### src/hdl/bms_pkg.sv
`timescale 1ns / 1ps
`default_nettype none

package bms_pkg;

  // field widths
  localparam int MODE_W     = 2;
  localparam int NOW_W      = 32;
  localparam int ADC_W      = 12;
  localparam int SUM_W      = 16;
  localparam int MV_W       = 14;
  localparam int LVL_W      = 8;
  localparam int FD_W       = 16;
  localparam int PER_W      = 32;
  localparam int TO_W       = 16;
  localparam int SETTLE_W   = 8;
  localparam int CFG_IDX_W  = 2;
  localparam int CFG_DATA_W = 32;

  // item kinds
  localparam logic [MODE_W-1:0] MODE_POLL   = 2'd0;
  localparam logic [MODE_W-1:0] MODE_SAMPLE = 2'd1;
  localparam logic [MODE_W-1:0] MODE_FORCE  = 2'd2;

  // register indexes
  localparam logic [CFG_IDX_W-1:0] CFG_FIRST_DELAY = 2'd0;
  localparam logic [CFG_IDX_W-1:0] CFG_PERIOD      = 2'd1;
  localparam logic [CFG_IDX_W-1:0] CFG_TIMEOUT     = 2'd2;
  localparam logic [CFG_IDX_W-1:0] CFG_SETTLE      = 2'd3;

  // register reset values
  localparam logic [FD_W-1:0]     FIRST_DELAY_RST = 16'd750;
  localparam logic [PER_W-1:0]    PERIOD_RST      = 32'd45000;
  localparam logic [TO_W-1:0]     TIMEOUT_RST     = 16'd100;
  localparam logic [SETTLE_W-1:0] SETTLE_RST      = 8'd5;

  localparam logic [ADC_W-1:0] ADC_MAX = '1;

  // millivolt scale avg*MV_NUM/MV_DEN as a fixed-point reciprocal multiply
  localparam longint unsigned MV_NUM   = 64'd7400;
  localparam longint unsigned MV_DEN   = 64'h0ab0;
  localparam int              MV_SHIFT = 24;
  localparam longint unsigned MV_MULT  = ((MV_NUM << MV_SHIFT) + MV_DEN - 64'd1) / MV_DEN;
  localparam int              MV_MULT_W = $clog2(MV_MULT);
  localparam int              MVP_W     = ADC_W + MV_MULT_W;

  typedef struct packed {
    logic [MODE_W-1:0] mode;
    logic [NOW_W-1:0]  now_ms;
    logic [ADC_W-1:0]  adc_value;
  } bms_in_t;

  typedef struct packed {
    logic             load_on;
    logic             adc_request;
    logic             measure_done;
    logic             aborted;
    logic             busy_res;
    logic [MV_W-1:0]  voltage_mv;
    logic [ADC_W-1:0] raw_average;
    logic [LVL_W-1:0] level_byte;
  } bms_out_t;

  typedef struct packed {
    logic [FD_W-1:0]     first_delay_ms;
    logic [PER_W-1:0]    period_ms;
    logic [TO_W-1:0]     timeout_ms;
    logic [SETTLE_W-1:0] settle_ms;
  } bms_cfg_t;

  typedef struct packed {
    logic load_on;
    logic adc_request;
    logic measure_done;
    logic aborted;
    logic busy_res;
  } bms_flags_t;

  // sequencer result handed to the scaling pipeline
  typedef struct packed {
    bms_flags_t       flags;
    logic [SUM_W-1:0] last_sum;
  } bms_mid_t;

endpackage

`default_nettype wire

### src/hdl/bms_chan_if.sv
`timescale 1ns / 1ps
`default_nettype none

interface bms_chan_if #(
  parameter type T = logic
) ();
  logic valid;
  logic ready;
  T     data;

  modport source (output valid, output data, input ready);
  modport sink (input valid, input data, output ready);
endinterface

`default_nettype wire

### src/hdl/battery_measure_sequencer.sv
// path: an accepted item moves through the input, result, average and output registers
// throughput: one item per cycle; input, sequencer, average and millivolt
//   stages each hold one item and advance independently under back-pressure
// the per-item work is set by the sequencer stage, which updates all its state as an item advances
// reset: synchronous active-low rst_n clears the pipeline, the sequencer to idle
//   and the registers to their defaults; it takes effect at the next clock edge
`timescale 1ns / 1ps
`default_nettype none

module battery_measure_sequencer #(
  parameter int SAMPLE_COUNT = 4
) (
  input  wire logic                           clk,
  input  wire logic                           rst_n,
  bms_chan_if.sink                            in_ch,
  bms_chan_if.source                          out_ch,
  input  wire logic                           cfg_we,
  input  wire logic [bms_pkg::CFG_IDX_W-1:0]  cfg_index,
  input  wire logic [bms_pkg::CFG_DATA_W-1:0] cfg_wdata
);
  import bms_pkg::*;

  // configuration, written only while no item is in flight: a rule for the user that the block leaves unenforced
  bms_cfg_t cfg;

  // sequencer to scaling pipeline
  logic     mid_valid;
  logic     mid_ready;
  bms_mid_t mid_data;

  bms_cfg_regs u_cfg (
    .clk       (clk),
    .rst_n     (rst_n),
    .cfg_we    (cfg_we),
    .cfg_index (cfg_index),
    .cfg_wdata (cfg_wdata),
    .cfg       (cfg)
  );

  // input register, measurement state machine and result register: start on first delay or
  // period, load settle, sample collection, timeout abort
  bms_ctrl #(
    .SAMPLE_COUNT (SAMPLE_COUNT)
  ) u_ctrl (
    .clk      (clk),
    .rst_n    (rst_n),
    .cfg      (cfg),
    .in_valid (in_ch.valid),
    .in_ready (in_ch.ready),
    .in_data  (in_ch.data),
    .dn_valid (mid_valid),
    .dn_ready (mid_ready),
    .dn_data  (mid_data)
  );

  // average of the last completed sum, then millivolt scaling; the output
  // register here decouples the result side from the input side
  bms_scale #(
    .SAMPLE_COUNT (SAMPLE_COUNT)
  ) u_scale (
    .clk       (clk),
    .rst_n     (rst_n),
    .up_valid  (mid_valid),
    .up_ready  (mid_ready),
    .up_data   (mid_data),
    .out_valid (out_ch.valid),
    .out_ready (out_ch.ready),
    .out_data  (out_ch.data)
  );

endmodule

`default_nettype wire

### src/hdl/bms_cfg_regs.sv
`timescale 1ns / 1ps
`default_nettype none

module bms_cfg_regs (
  input  wire logic                           clk,
  input  wire logic                           rst_n,
  input  wire logic                           cfg_we,
  input  wire logic [bms_pkg::CFG_IDX_W-1:0]  cfg_index,
  input  wire logic [bms_pkg::CFG_DATA_W-1:0] cfg_wdata,
  output bms_pkg::bms_cfg_t                   cfg
);
  import bms_pkg::*;

  bms_cfg_t cfg_r;
  bms_cfg_t cfg_nxt;

  always_comb begin
    cfg_nxt = cfg_r;
    if (cfg_we) begin
      case (cfg_index)
        CFG_FIRST_DELAY: cfg_nxt.first_delay_ms = cfg_wdata[FD_W-1:0];
        CFG_PERIOD:      cfg_nxt.period_ms      = cfg_wdata[PER_W-1:0];
        CFG_TIMEOUT:     cfg_nxt.timeout_ms     = cfg_wdata[TO_W-1:0];
        CFG_SETTLE:      cfg_nxt.settle_ms      = cfg_wdata[SETTLE_W-1:0];
        default: ;
      endcase
    end
  end

  always_ff @(posedge clk) begin
    if (!rst_n) begin
      cfg_r.first_delay_ms <= FIRST_DELAY_RST;
      cfg_r.period_ms      <= PERIOD_RST;
      cfg_r.timeout_ms     <= TIMEOUT_RST;
      cfg_r.settle_ms      <= SETTLE_RST;
    end else begin
      cfg_r <= cfg_nxt;
    end
  end

  assign cfg = cfg_r;

endmodule

`default_nettype wire

### src/hdl/bms_ctrl.sv
`timescale 1ns / 1ps
`default_nettype none

module bms_ctrl #(
  parameter int SAMPLE_COUNT = 4
) (
  input  wire logic              clk,
  input  wire logic              rst_n,
  input  wire bms_pkg::bms_cfg_t cfg,
  input  wire logic              in_valid,
  output logic                   in_ready,
  input  wire bms_pkg::bms_in_t  in_data,
  output logic                   dn_valid,
  input  wire logic              dn_ready,
  output bms_pkg::bms_mid_t      dn_data
);
  import bms_pkg::*;

  localparam int CNT_W = (SAMPLE_COUNT > 1) ? $clog2(SAMPLE_COUNT) : 1;
  localparam logic [CNT_W-1:0] CNT_LAST = CNT_W'(SAMPLE_COUNT - 1);

  typedef enum logic [1:0] {ST_IDLE, ST_SETTLE, ST_COLLECT} phase_t;

  // input register
  logic    s0_vld_r;
  bms_in_t s0_item_r;
  // sequencer state
  phase_t           phase_r, phase_nxt;
  logic [CNT_W-1:0] cnt_r, cnt_nxt;
  logic [SUM_W-1:0] sum_r, sum_nxt;
  logic [NOW_W-1:0] seq_start_r, seq_start_nxt;
  logic [NOW_W-1:0] last_meas_r, last_meas_nxt;
  logic             measured_r, measured_nxt;
  logic [SUM_W-1:0] last_sum_r, last_sum_nxt;
  logic             load_r, load_nxt;
  // result register
  logic       s1_vld_r;
  bms_mid_t   s1_data_r;
  bms_flags_t flags_nxt;

  logic             s1_rdy;
  logic             s0_adv;
  logic [NOW_W-1:0] elapsed;
  logic [NOW_W-1:0] since_meas;
  logic             start;
  logic             timed_out;
  logic [SUM_W-1:0] sum_add;

  assign s1_rdy   = !s1_vld_r || dn_ready;
  assign s0_adv   = s0_vld_r && s1_rdy;
  assign in_ready = !s0_vld_r || s1_rdy;

  assign elapsed    = s0_item_r.now_ms - seq_start_r;
  assign since_meas = s0_item_r.now_ms - last_meas_r;
  assign start      = (!measured_r && (s0_item_r.now_ms > NOW_W'(cfg.first_delay_ms))) ||
                      (since_meas >= cfg.period_ms);
  assign timed_out  = elapsed > NOW_W'(cfg.timeout_ms);
  assign sum_add    = sum_r + SUM_W'(s0_item_r.adc_value);

  always_comb begin
    phase_nxt     = phase_r;
    cnt_nxt       = cnt_r;
    sum_nxt       = sum_r;
    seq_start_nxt = seq_start_r;
    last_meas_nxt = last_meas_r;
    measured_nxt  = measured_r;
    last_sum_nxt  = last_sum_r;
    load_nxt      = load_r;
    flags_nxt     = '0;
    if (s0_adv) begin
      case (s0_item_r.mode)
        MODE_POLL: begin
          case (phase_r)
            ST_IDLE: begin
              // start: load on, settle timer runs from this poll
              if (start) begin
                measured_nxt  = 1'b1;
                last_meas_nxt = s0_item_r.now_ms;
                seq_start_nxt = s0_item_r.now_ms;
                sum_nxt       = '0;
                load_nxt      = 1'b1;
                phase_nxt     = ST_SETTLE;
              end
            end
            ST_SETTLE: begin
              if (timed_out) begin
                phase_nxt         = ST_IDLE;
                load_nxt          = 1'b0;
                flags_nxt.aborted = 1'b1;
              end else if (elapsed >= NOW_W'(cfg.settle_ms)) begin
                phase_nxt             = ST_COLLECT;
                cnt_nxt               = '0;
                flags_nxt.adc_request = 1'b1;
              end
            end
            ST_COLLECT: begin
              if (timed_out) begin
                phase_nxt         = ST_IDLE;
                load_nxt          = 1'b0;
                flags_nxt.aborted = 1'b1;
              end
            end
            default: ;
          endcase
        end
        MODE_SAMPLE: begin
          if (phase_r == ST_COLLECT) begin
            sum_nxt = sum_add;
            if (cnt_r == CNT_LAST) begin
              last_sum_nxt           = sum_add;
              phase_nxt              = ST_IDLE;
              load_nxt               = 1'b0;
              flags_nxt.measure_done = 1'b1;
            end else begin
              cnt_nxt               = cnt_r + CNT_W'(1);
              flags_nxt.adc_request = 1'b1;
            end
          end
        end
        MODE_FORCE: measured_nxt = 1'b0;
        default: ;
      endcase
      flags_nxt.load_on  = load_nxt;
      flags_nxt.busy_res = phase_nxt != ST_IDLE;
    end
  end

  always_ff @(posedge clk) begin
    if (!rst_n) begin
      s0_vld_r    <= 1'b0;
      s1_vld_r    <= 1'b0;
      phase_r     <= ST_IDLE;
      cnt_r       <= '0;
      sum_r       <= '0;
      seq_start_r <= '0;
      last_meas_r <= '0;
      measured_r  <= 1'b0;
      last_sum_r  <= '0;
      load_r      <= 1'b0;
    end else begin
      if (in_ready) begin
        s0_vld_r <= in_valid;
      end
      if (s1_rdy) begin
        s1_vld_r <= s0_vld_r;
      end
      phase_r     <= phase_nxt;
      cnt_r       <= cnt_nxt;
      sum_r       <= sum_nxt;
      seq_start_r <= seq_start_nxt;
      last_meas_r <= last_meas_nxt;
      measured_r  <= measured_nxt;
      last_sum_r  <= last_sum_nxt;
      load_r      <= load_nxt;
    end
    if (in_ready && in_valid) begin
      s0_item_r <= in_data;
    end
    if (s0_adv) begin
      s1_data_r.flags    <= flags_nxt;
      s1_data_r.last_sum <= last_sum_nxt;
    end
  end

  assign dn_valid = s1_vld_r;
  assign dn_data  = s1_data_r;

  // load drive follows the running sequence exactly
  a_load_phase: assert property (@(posedge clk) disable iff (!rst_n)
    load_r == (phase_r != ST_IDLE))
    else $error("load state out of step with phase");

  a_done_abort: assert property (@(posedge clk) disable iff (!rst_n)
    s1_vld_r |-> !(s1_data_r.flags.measure_done && s1_data_r.flags.aborted))
    else $error("item both completed and aborted");

  a_req_busy: assert property (@(posedge clk) disable iff (!rst_n)
    (s1_vld_r && s1_data_r.flags.adc_request) |->
      (s1_data_r.flags.busy_res && s1_data_r.flags.load_on))
    else $error("sample requested outside a running sequence");

  a_done_idle: assert property (@(posedge clk) disable iff (!rst_n)
    (s1_vld_r && s1_data_r.flags.measure_done) |->
      (!s1_data_r.flags.busy_res && !s1_data_r.flags.load_on))
    else $error("sequence still running after completion");

  a_sum_updates: assert property (@(posedge clk) disable iff (!rst_n)
    (!s0_adv && !$past(!rst_n)) |=> $stable(sum_r) || $past(!rst_n))
    else $error("sample sum changed without an item");

endmodule

`default_nettype wire

### src/hdl/bms_scale.sv
`timescale 1ns / 1ps
`default_nettype none

module bms_scale #(
  parameter int SAMPLE_COUNT = 4
) (
  input  wire logic              clk,
  input  wire logic              rst_n,
  input  wire logic              up_valid,
  output logic                   up_ready,
  input  wire bms_pkg::bms_mid_t up_data,
  output logic                   out_valid,
  input  wire logic              out_ready,
  output bms_pkg::bms_out_t      out_data
);
  import bms_pkg::*;

  // average by reciprocal multiply, exact for any 16-bit sum
  localparam int DIV_SHIFT = SUM_W + 5;
  localparam int DIV_MULT  = ((1 << DIV_SHIFT) + SAMPLE_COUNT - 1) / SAMPLE_COUNT;
  localparam int DIVP_W    = DIV_SHIFT + SUM_W + 1;

  logic             s2_vld_r;
  bms_flags_t       s2_flags_r;
  logic [ADC_W-1:0] s2_raw_r;
  logic             out_vld_r;
  bms_out_t         out_data_r;

  logic             s2_rdy;
  logic             s3_rdy;
  logic [DIVP_W-1:0] div_prod;
  logic [SUM_W-1:0]  avg_q;
  logic [ADC_W-1:0]  raw_nxt;
  logic [MVP_W-1:0]  mv_prod;
  bms_out_t          out_nxt;

  assign s3_rdy   = !out_vld_r || out_ready;
  assign s2_rdy   = !s2_vld_r || s3_rdy;
  assign up_ready = s2_rdy;

  assign div_prod = DIVP_W'(up_data.last_sum) * DIVP_W'(DIV_MULT);
  assign avg_q    = div_prod[DIV_SHIFT +: SUM_W];
  assign raw_nxt  = (avg_q > SUM_W'(ADC_MAX)) ? ADC_MAX : avg_q[ADC_W-1:0];

  assign mv_prod = MVP_W'(s2_raw_r) * MVP_W'(MV_MULT);

  always_comb begin
    out_nxt.load_on      = s2_flags_r.load_on;
    out_nxt.adc_request  = s2_flags_r.adc_request;
    out_nxt.measure_done = s2_flags_r.measure_done;
    out_nxt.aborted      = s2_flags_r.aborted;
    out_nxt.busy_res     = s2_flags_r.busy_res;
    out_nxt.voltage_mv   = mv_prod[MV_SHIFT +: MV_W];
    out_nxt.raw_average  = s2_raw_r;
    out_nxt.level_byte   = s2_raw_r[ADC_W-1 -: LVL_W];
  end

  always_ff @(posedge clk) begin
    if (!rst_n) begin
      s2_vld_r  <= 1'b0;
      out_vld_r <= 1'b0;
    end else begin
      if (s2_rdy) begin
        s2_vld_r <= up_valid;
      end
      if (s3_rdy) begin
        out_vld_r <= s2_vld_r;
      end
    end
    if (s2_rdy && up_valid) begin
      s2_flags_r <= up_data.flags;
      s2_raw_r   <= raw_nxt;
    end
    if (s3_rdy && s2_vld_r) begin
      out_data_r <= out_nxt;
    end
  end

  assign out_valid = out_vld_r;
  assign out_data  = out_data_r;

endmodule

`default_nettype wire

### src/flat_wrapper.sv
// flat-port wrapper written by rule: the top's interface ports become plain ports
module battery_measure_sequencer_flat import bms_pkg::*;
#(
  parameter int SAMPLE_COUNT = 4
)
  (clk, rst_n, cfg_we, cfg_index, cfg_wdata, in_ch_valid, in_ch_data, in_ch_ready, out_ch_valid, out_ch_data, out_ch_ready);
  bms_chan_if #(.T(bms_in_t)) in_ch_i ();
  bms_chan_if #(.T(bms_out_t)) out_ch_i ();
  input  wire logic clk;
  input  wire logic rst_n;
  input  wire logic cfg_we;
  input  wire logic [bms_pkg::CFG_IDX_W-1:0] cfg_index;
  input  wire logic [bms_pkg::CFG_DATA_W-1:0] cfg_wdata;
  input wire logic [$bits(in_ch_i.valid)-1:0] in_ch_valid;
  input wire logic [$bits(in_ch_i.data)-1:0] in_ch_data;
  output wire logic [$bits(in_ch_i.ready)-1:0] in_ch_ready;
  output wire logic [$bits(out_ch_i.valid)-1:0] out_ch_valid;
  output wire logic [$bits(out_ch_i.data)-1:0] out_ch_data;
  input wire logic [$bits(out_ch_i.ready)-1:0] out_ch_ready;
  assign in_ch_i.valid = in_ch_valid;
  assign in_ch_i.data = in_ch_data;
  assign in_ch_ready = in_ch_i.ready;
  assign out_ch_valid = out_ch_i.valid;
  assign out_ch_data = out_ch_i.data;
  assign out_ch_i.ready = out_ch_ready;
  battery_measure_sequencer #(.SAMPLE_COUNT(SAMPLE_COUNT)) u_core (.clk(clk), .rst_n(rst_n), .in_ch(in_ch_i), .out_ch(out_ch_i), .cfg_we(cfg_we), .cfg_index(cfg_index), .cfg_wdata(cfg_wdata));
endmodule
### config.mk
export PLATFORM = sky130hd
export DESIGN_NAME = battery_measure_sequencer_flat
export DESIGN_NICKNAME = d
export VERILOG_FILES = /design/src/hdl/bms_pkg.sv /design/src/hdl/bms_chan_if.sv /design/src/hdl/battery_measure_sequencer.sv /design/src/hdl/bms_cfg_regs.sv /design/src/hdl/bms_ctrl.sv /design/src/hdl/bms_scale.sv /design/src/flat_wrapper.sv
export SDC_FILE = /design/constraint.sdc
export NUM_CORES = 1
export LEC_CHECK = 0
export BUFFER_PORTS_ARGS = -buffer_cell sky130_fd_sc_hd__buf_2
export CAP_MARGIN = 20
export CORE_ASPECT_RATIO = 0.6
export CORE_MARGIN = 5
export CORE_UTILIZATION = 64
export CTS_BUF_LIST = sky130_fd_sc_hd__clkbuf_4
export CTS_CLUSTER_SIZE = 8
export DETAILED_ROUTE_END_ITERATION = 8
export GPL_ROUTABILITY_DRIVEN = 0
export PLACE_DENSITY = 0.87
export SYNTH_ARGS = -nofsm -noshare
export SYNTH_HDL_FRONTEND = slang
export SYNTH_SLANG_ARGS = --single-unit
### constraint.sdc
create_clock -name clk -period 8 [get_ports clk]
set_input_delay 0.4 -clock clk [delete_from_list [all_inputs] [get_ports clk]]
set_output_delay 0.4 -clock clk [all_outputs]
set_load 0.05 [all_outputs]
==> run_summary.xml <==
<?xml version="1.0" encoding="UTF-8"?>
<metrics>
  <group name="run_status">
    <metric name="run_status" unit="">completed</metric>
  </group>
  <group name="setup_path">
    <metric name="critical_path.max_fanout" unit="">10</metric>
    <metric name="r2r_path_start" unit="">u_core.u_scale.s2_raw_r[10]$_SDFFCE_PN1P_</metric>
    <metric name="worstReg2RegEnd" unit="">u_core.u_scale.out_data[33]$_DFFE_PP_</metric>
    <metric name="worst-setup-path-type" unit="">flop to flop</metric>
    <metric name="critPathCaptureType" unit="">flop</metric>
    <metric name="startpoint" unit="">u_core.u_scale.s2_raw_r[10]$_SDFFCE_PN1P_</metric>
    <metric name="r2r_setup_slack" unit="ps">1830</metric>
    <metric name="timing.critical_path.buf_inv" unit="">2</metric>
    <metric name="crit_slowest_cell" unit="">edfxtp_1</metric>
    <metric name="critPathLaunchType" unit="">flop</metric>
    <metric name="rr_worst_depth" unit="">18</metric>
    <metric name="cpPeakStageDelay" unit="ps">590</metric>
    <metric name="cp_top_family" unit="">adder cells</metric>
    <metric name="cp_cell_instances" unit="">fa_1, inv_1, fa_1, fa_1, inv_1, fa_1, fa_1, ha_1, a211oi_1, o21ai_1, a221o_1, nand2_1, a31oi_1, a41o_1, or4_1, a31oi_1, o21bai_1, xor2_1</metric>
    <metric name="worst_path_most_repeated_cell" unit="">fa_1</metric>
    <metric name="cp.arrival" unit="ps">6650</metric>
    <metric name="worst_ep_required_time" unit="ps">8480</metric>
    <metric name="wp_depth" unit="">18</metric>
  </group>
  <group name="global_routing">
    <metric name="number_of_antenna_violations_at_the_first_check_in_global_routing" unit="">2</metric>
    <metric name="grt_max_degree" unit="">89</metric>
    <metric name="grt_first_pass_wirelength" unit="µm">77700</metric>
    <metric name="gr-usage-all-layers" unit="%">30.7</metric>
    <metric name="globalRoute.totalOverflow" unit="">0</metric>
    <metric name="first_global_vias" unit="">14800</metric>
  </group>
  <group name="synthesis">
    <metric name="synth.lib_cells_used.distinct" unit="">78</metric>
    <metric name="async_flop_share" unit="%">0</metric>
    <metric name="muxShareOfSynthArea" unit="%">3.13</metric>
    <metric name="post_synth_design_cell_area" unit="µm²">17900</metric>
    <metric name="synth_adder_area_share" unit="%">26.8</metric>
    <metric name="synth_simple_gate_area_share" unit="%">13.8</metric>
    <metric name="yosysSeqAreaShare" unit="%">35.0</metric>
    <metric name="synthesis.nets" unit="">2264</metric>
    <metric name="ys.flop_type" unit="">dfxtp_1</metric>
    <metric name="synth_compound_gate_area_share" unit="%">12.2</metric>
    <metric name="netlist_instances" unit="">1853</metric>
    <metric name="dominant_combinational_cell_family_by_area_after_synthesis" unit="">adder cells</metric>
    <metric name="ys.warnings.count" unit="">0</metric>
    <metric name="yosys_register_bits" unit="">257</metric>
    <metric name="syn-mean-instance-area" unit="µm²">9.68</metric>
    <metric name="synthXorXnorAreaFrac" unit="%">2.34</metric>
    <metric name="synth-edff-count" unit="">113</metric>
  </group>
  <group name="floorplanning">
    <metric name="die_h" unit="µm">140</metric>
    <metric name="fp-row-count" unit="">47</metric>
    <metric name="die_boundary_width" unit="µm">226</metric>
    <metric name="core_region_area" unit="µm²">27600</metric>
    <metric name="fp.dieArea" unit="µm²">31600</metric>
    <metric name="floorplan.initialDensity" unit="%">65.1</metric>
    <metric name="ioPinCount" unit="">126</metric>
  </group>
  <group name="clocking">
    <metric name="buffers_from_clock_root_to_sink_at_most" unit="">3</metric>
    <metric name="cts_tree" unit="">yes</metric>
    <metric name="cts_repair_resized_insts" unit="">0</metric>
    <metric name="clk_pin_slew" unit="ps">70</metric>
    <metric name="cts-root-buf" unit="">clkbuf_4</metric>
    <metric name="htree_num_levels" unit="">2</metric>
    <metric name="numClockSinks" unit="">257</metric>
    <metric name="numCtsBuffers" unit="">60</metric>
    <metric name="clk-insertion-delay-late" unit="ps">760</metric>
  </group>
  <group name="cells_and_area">
    <metric name="fillers" unit="">1895</metric>
    <metric name="layout.cells.most_common" unit="">inv_1</metric>
    <metric name="fin_cells" unit="">2486</metric>
    <metric name="finalCoreUtilization" unit="%">74.0</metric>
    <metric name="num-nets-final" unit="">2477</metric>
    <metric name="multiInputGateArea" unit="µm²">10500</metric>
    <metric name="layout.area.seq" unit="µm²">6280</metric>
    <metric name="area_growth" unit="%">13.7</metric>
    <metric name="layout-drive-gt1-share" unit="%">12.8</metric>
    <metric name="layout_common_cells" unit="">246 x inv_1, 229 x ha_1, 200 x nand2_1</metric>
  </group>
  <group name="route">
    <metric name="met3WireLength" unit="µm">6560</metric>
    <metric name="post-route-drc-count" unit="">0</metric>
    <metric name="detailedRoute.firstIterationViolations" unit="">1739</metric>
    <metric name="routedLengthMet1" unit="µm">21300</metric>
    <metric name="routed-via-count" unit="">14900</metric>
    <metric name="antenna_left" unit="">0</metric>
    <metric name="post_drt_wl_per_cell" unit="µm">19.8</metric>
    <metric name="wl_met2" unit="µm">19900</metric>
    <metric name="drt_first_pass_iters" unit="">8</metric>
    <metric name="top_layer" unit="">met5</metric>
    <metric name="wl" unit="µm">49200</metric>
    <metric name="via_per_inst" unit="">5.98</metric>
  </group>
  <group name="placement">
    <metric name="portBuffers" unit="">125</metric>
    <metric name="place_inst" unit="">2292</metric>
    <metric name="detailedPlacementHpwl" unit="µm">37100</metric>
  </group>
  <group name="min_path">
    <metric name="holdCritStartpoint" unit="">out_ch_ready</metric>
    <metric name="hold_path_end" unit="">u_core.u_scale.out_valid$_SDFFE_PN0P_</metric>
    <metric name="min_path_cells" unit="">4</metric>
    <metric name="min_path_type" unit="">input pin to flop</metric>
  </group>
  <group name="sta">
    <metric name="layout_worst_path_cycle_share" unit="%">77.1</metric>
    <metric name="setup_viol_count_final" unit="">0</metric>
    <metric name="holdWs" unit="ps">108</metric>
    <metric name="tightest_slew" unit="ps">1070</metric>
    <metric name="maxSlewHeadroom" unit="%">28.6</metric>
    <metric name="fmax" unit="MHz">162</metric>
    <metric name="slew_viol_final" unit="">0</metric>
    <metric name="finalCriticalPeriod" unit="ps">6170</metric>
    <metric name="timing.final.hold_violations" unit="">0</metric>
    <metric name="unrepaired_setup_endpoints_after_global_routing" unit="">false</metric>
    <metric name="skew" unit="ps">62.1</metric>
    <metric name="final.setup.tns" unit="ps">0</metric>
  </group>
  <group name="pwr">
    <metric name="p_int" unit="µW">2490</metric>
    <metric name="pwr_density_cell" unit="nW/µm²">187</metric>
    <metric name="net-switching-power" unit="µW">1330</metric>
    <metric name="power_switching_share" unit="%">34.8</metric>
    <metric name="leakage_power_of_the_design" unit="µW">0.00902</metric>
    <metric name="seq_power_share" unit="%">38.8</metric>
    <metric name="worst_ir_drop_vdd" unit="µV">128</metric>
    <metric name="combinationalPowerShare" unit="%">32.2</metric>
    <metric name="clockPowerShare" unit="%">29.0</metric>
  </group>
  <group name="flow_run">
    <metric name="drv_cap" unit="">0</metric>
  </group>
</metrics>
[registers in the layout, summed over array words and instances, names as in the netlist, 5 cells and up]
signal	flops
u_core.u_ctrl.last_sum_r	14
u_core.u_scale.out_nxt	5
u_core.u_ctrl.s0_item_r	46
u_core.u_scale.s2_raw_r	12
u_core.u_ctrl.dn_data	19
u_core.u_ctrl.sum_r	16
u_core.u_ctrl.last_meas_r	32
u_core.u_cfg.cfg	72
u_core.u_scale.out_data	31
[power groups by stage]
stage	registers, µW	logic, µW	clock network [µW]
3_3_place_gp	1510	1090	0
6_report	1480	1230	1110
4_1_cts	1480	1190	1120
3_5_place_dp	1510	1150	0
2_1_floorplan	1520	820	0
5_1_grt	1490	1360	1200
[worst reg2reg max path: stages (launching register included)]
cell and delay, ps:
edfxtp_1 590, fa_1 600, inv_1 80, fa_1 480
fa_1 550, inv_1 60, fa_1 510, fa_1 450
ha_1 340, a211oi_1 270, o21ai_1 110, a221o_1 380
nand2_1 100, a31oi_1 140, a41o_1 320, or4_1 450
a31oi_1 280, o21bai_1 120, xor2_1 150
[worst max-delay path by stage]
stage	slack (ps)	to
final	1830	u_core.u_scale.out_data[33]$_DFFE_PP_
after global routing	1550	u_core.u_scale.out_data[33]$_DFFE_PP_
after CTS	1890	u_core.u_scale.out_data[33]$_DFFE_PP_
after detailed placement	1910	u_core.u_scale.out_data[33]$_DFFE_PP_
after global placement	2040	u_core.u_scale.out_data[33]$_DFFE_PP_
after floorplan	2310	u_core.u_scale.out_data[33]$_DFFE_PP_
[logic make-up (layout without fill, tap and decap cells)]
group / after synthesis / count (layout)
AND/OR/NAND/NOR: 520 / 520
XOR/XNOR: 48 / 48
multiplexers: 55 / 55
flip-flops: 257 / 257
buffers and inverters: 308 / 572
other: 0 / 2
AO/OA/AOI/OAI: 339 / 339
adder cells (fa/ha/maj): 326 / 326
[stage by stage]
| stage | cell area (µm²) | worst slack, ps | power (µW) |
|---|---|---|---|
| 6_report | 20400 | 1830 | 3820 |
| 3_5_place_dp | 18800 | 1910 | 2660 |
| 4_1_cts | 20400 | 1890 | 3800 |
| 5_1_grt | 20400 | 1550 | 4050 |
| 2_1_floorplan | 17900 | 2310 | 2340 |
| 3_3_place_gp | 18800 | 2040 | 2590 |
[synth_stat cells, types with 25 or more instances]
cell type  number  area [µm²]
a21o_1         28         210
a21oi_1       131         656
and2_1         29         181
clkbuf_1       40         150
dfxtp_1       144        2880
edfxtp_1      113        3390
fa_1           97        1940
ha_1          229        2870
inv_1         246         923
mux2i_1        46         460
nand2_1       200         751
nand3_1        28         140
nand4_1        25         156
nor2_1        116         435
nor3_1         33         165
o211ai_1       32         240
o21ai_0        34         170
xnor2_1        33         289
[area by class of cell]
| cell class | instances | share of cell area (%) |
|---|---|---|
| Timing Repair Buffer | 212 | 7.23 |
| Tap cell | 367 | 2.25 |
| Inverter | 247 | 4.55 |
| Sequential cell | 257 | 30.7 |
| Clock inverter | 23 | 0.656 |
| Antenna cell | 2 | 0.0245 |
| Multi-Input combinational cell | 1288 | 51.2 |
| Clock buffer | 90 | 3.31 |
[routing by layer]
layer	up-vias	track usage [%]
met2	903	43.8
met3	137	10.6
met1	6957	44.9
met5	-	0
li1	6866	-
met4	2	8.26
[repair_timing]
item                                    CTS  global route
hold endpoints to repair                119             0
buffers inserted                          0             0
endpoints found under the setup margin    0             0
hold buffers                             79             0
No activity file was read; power rests on OpenSTA's default activity.
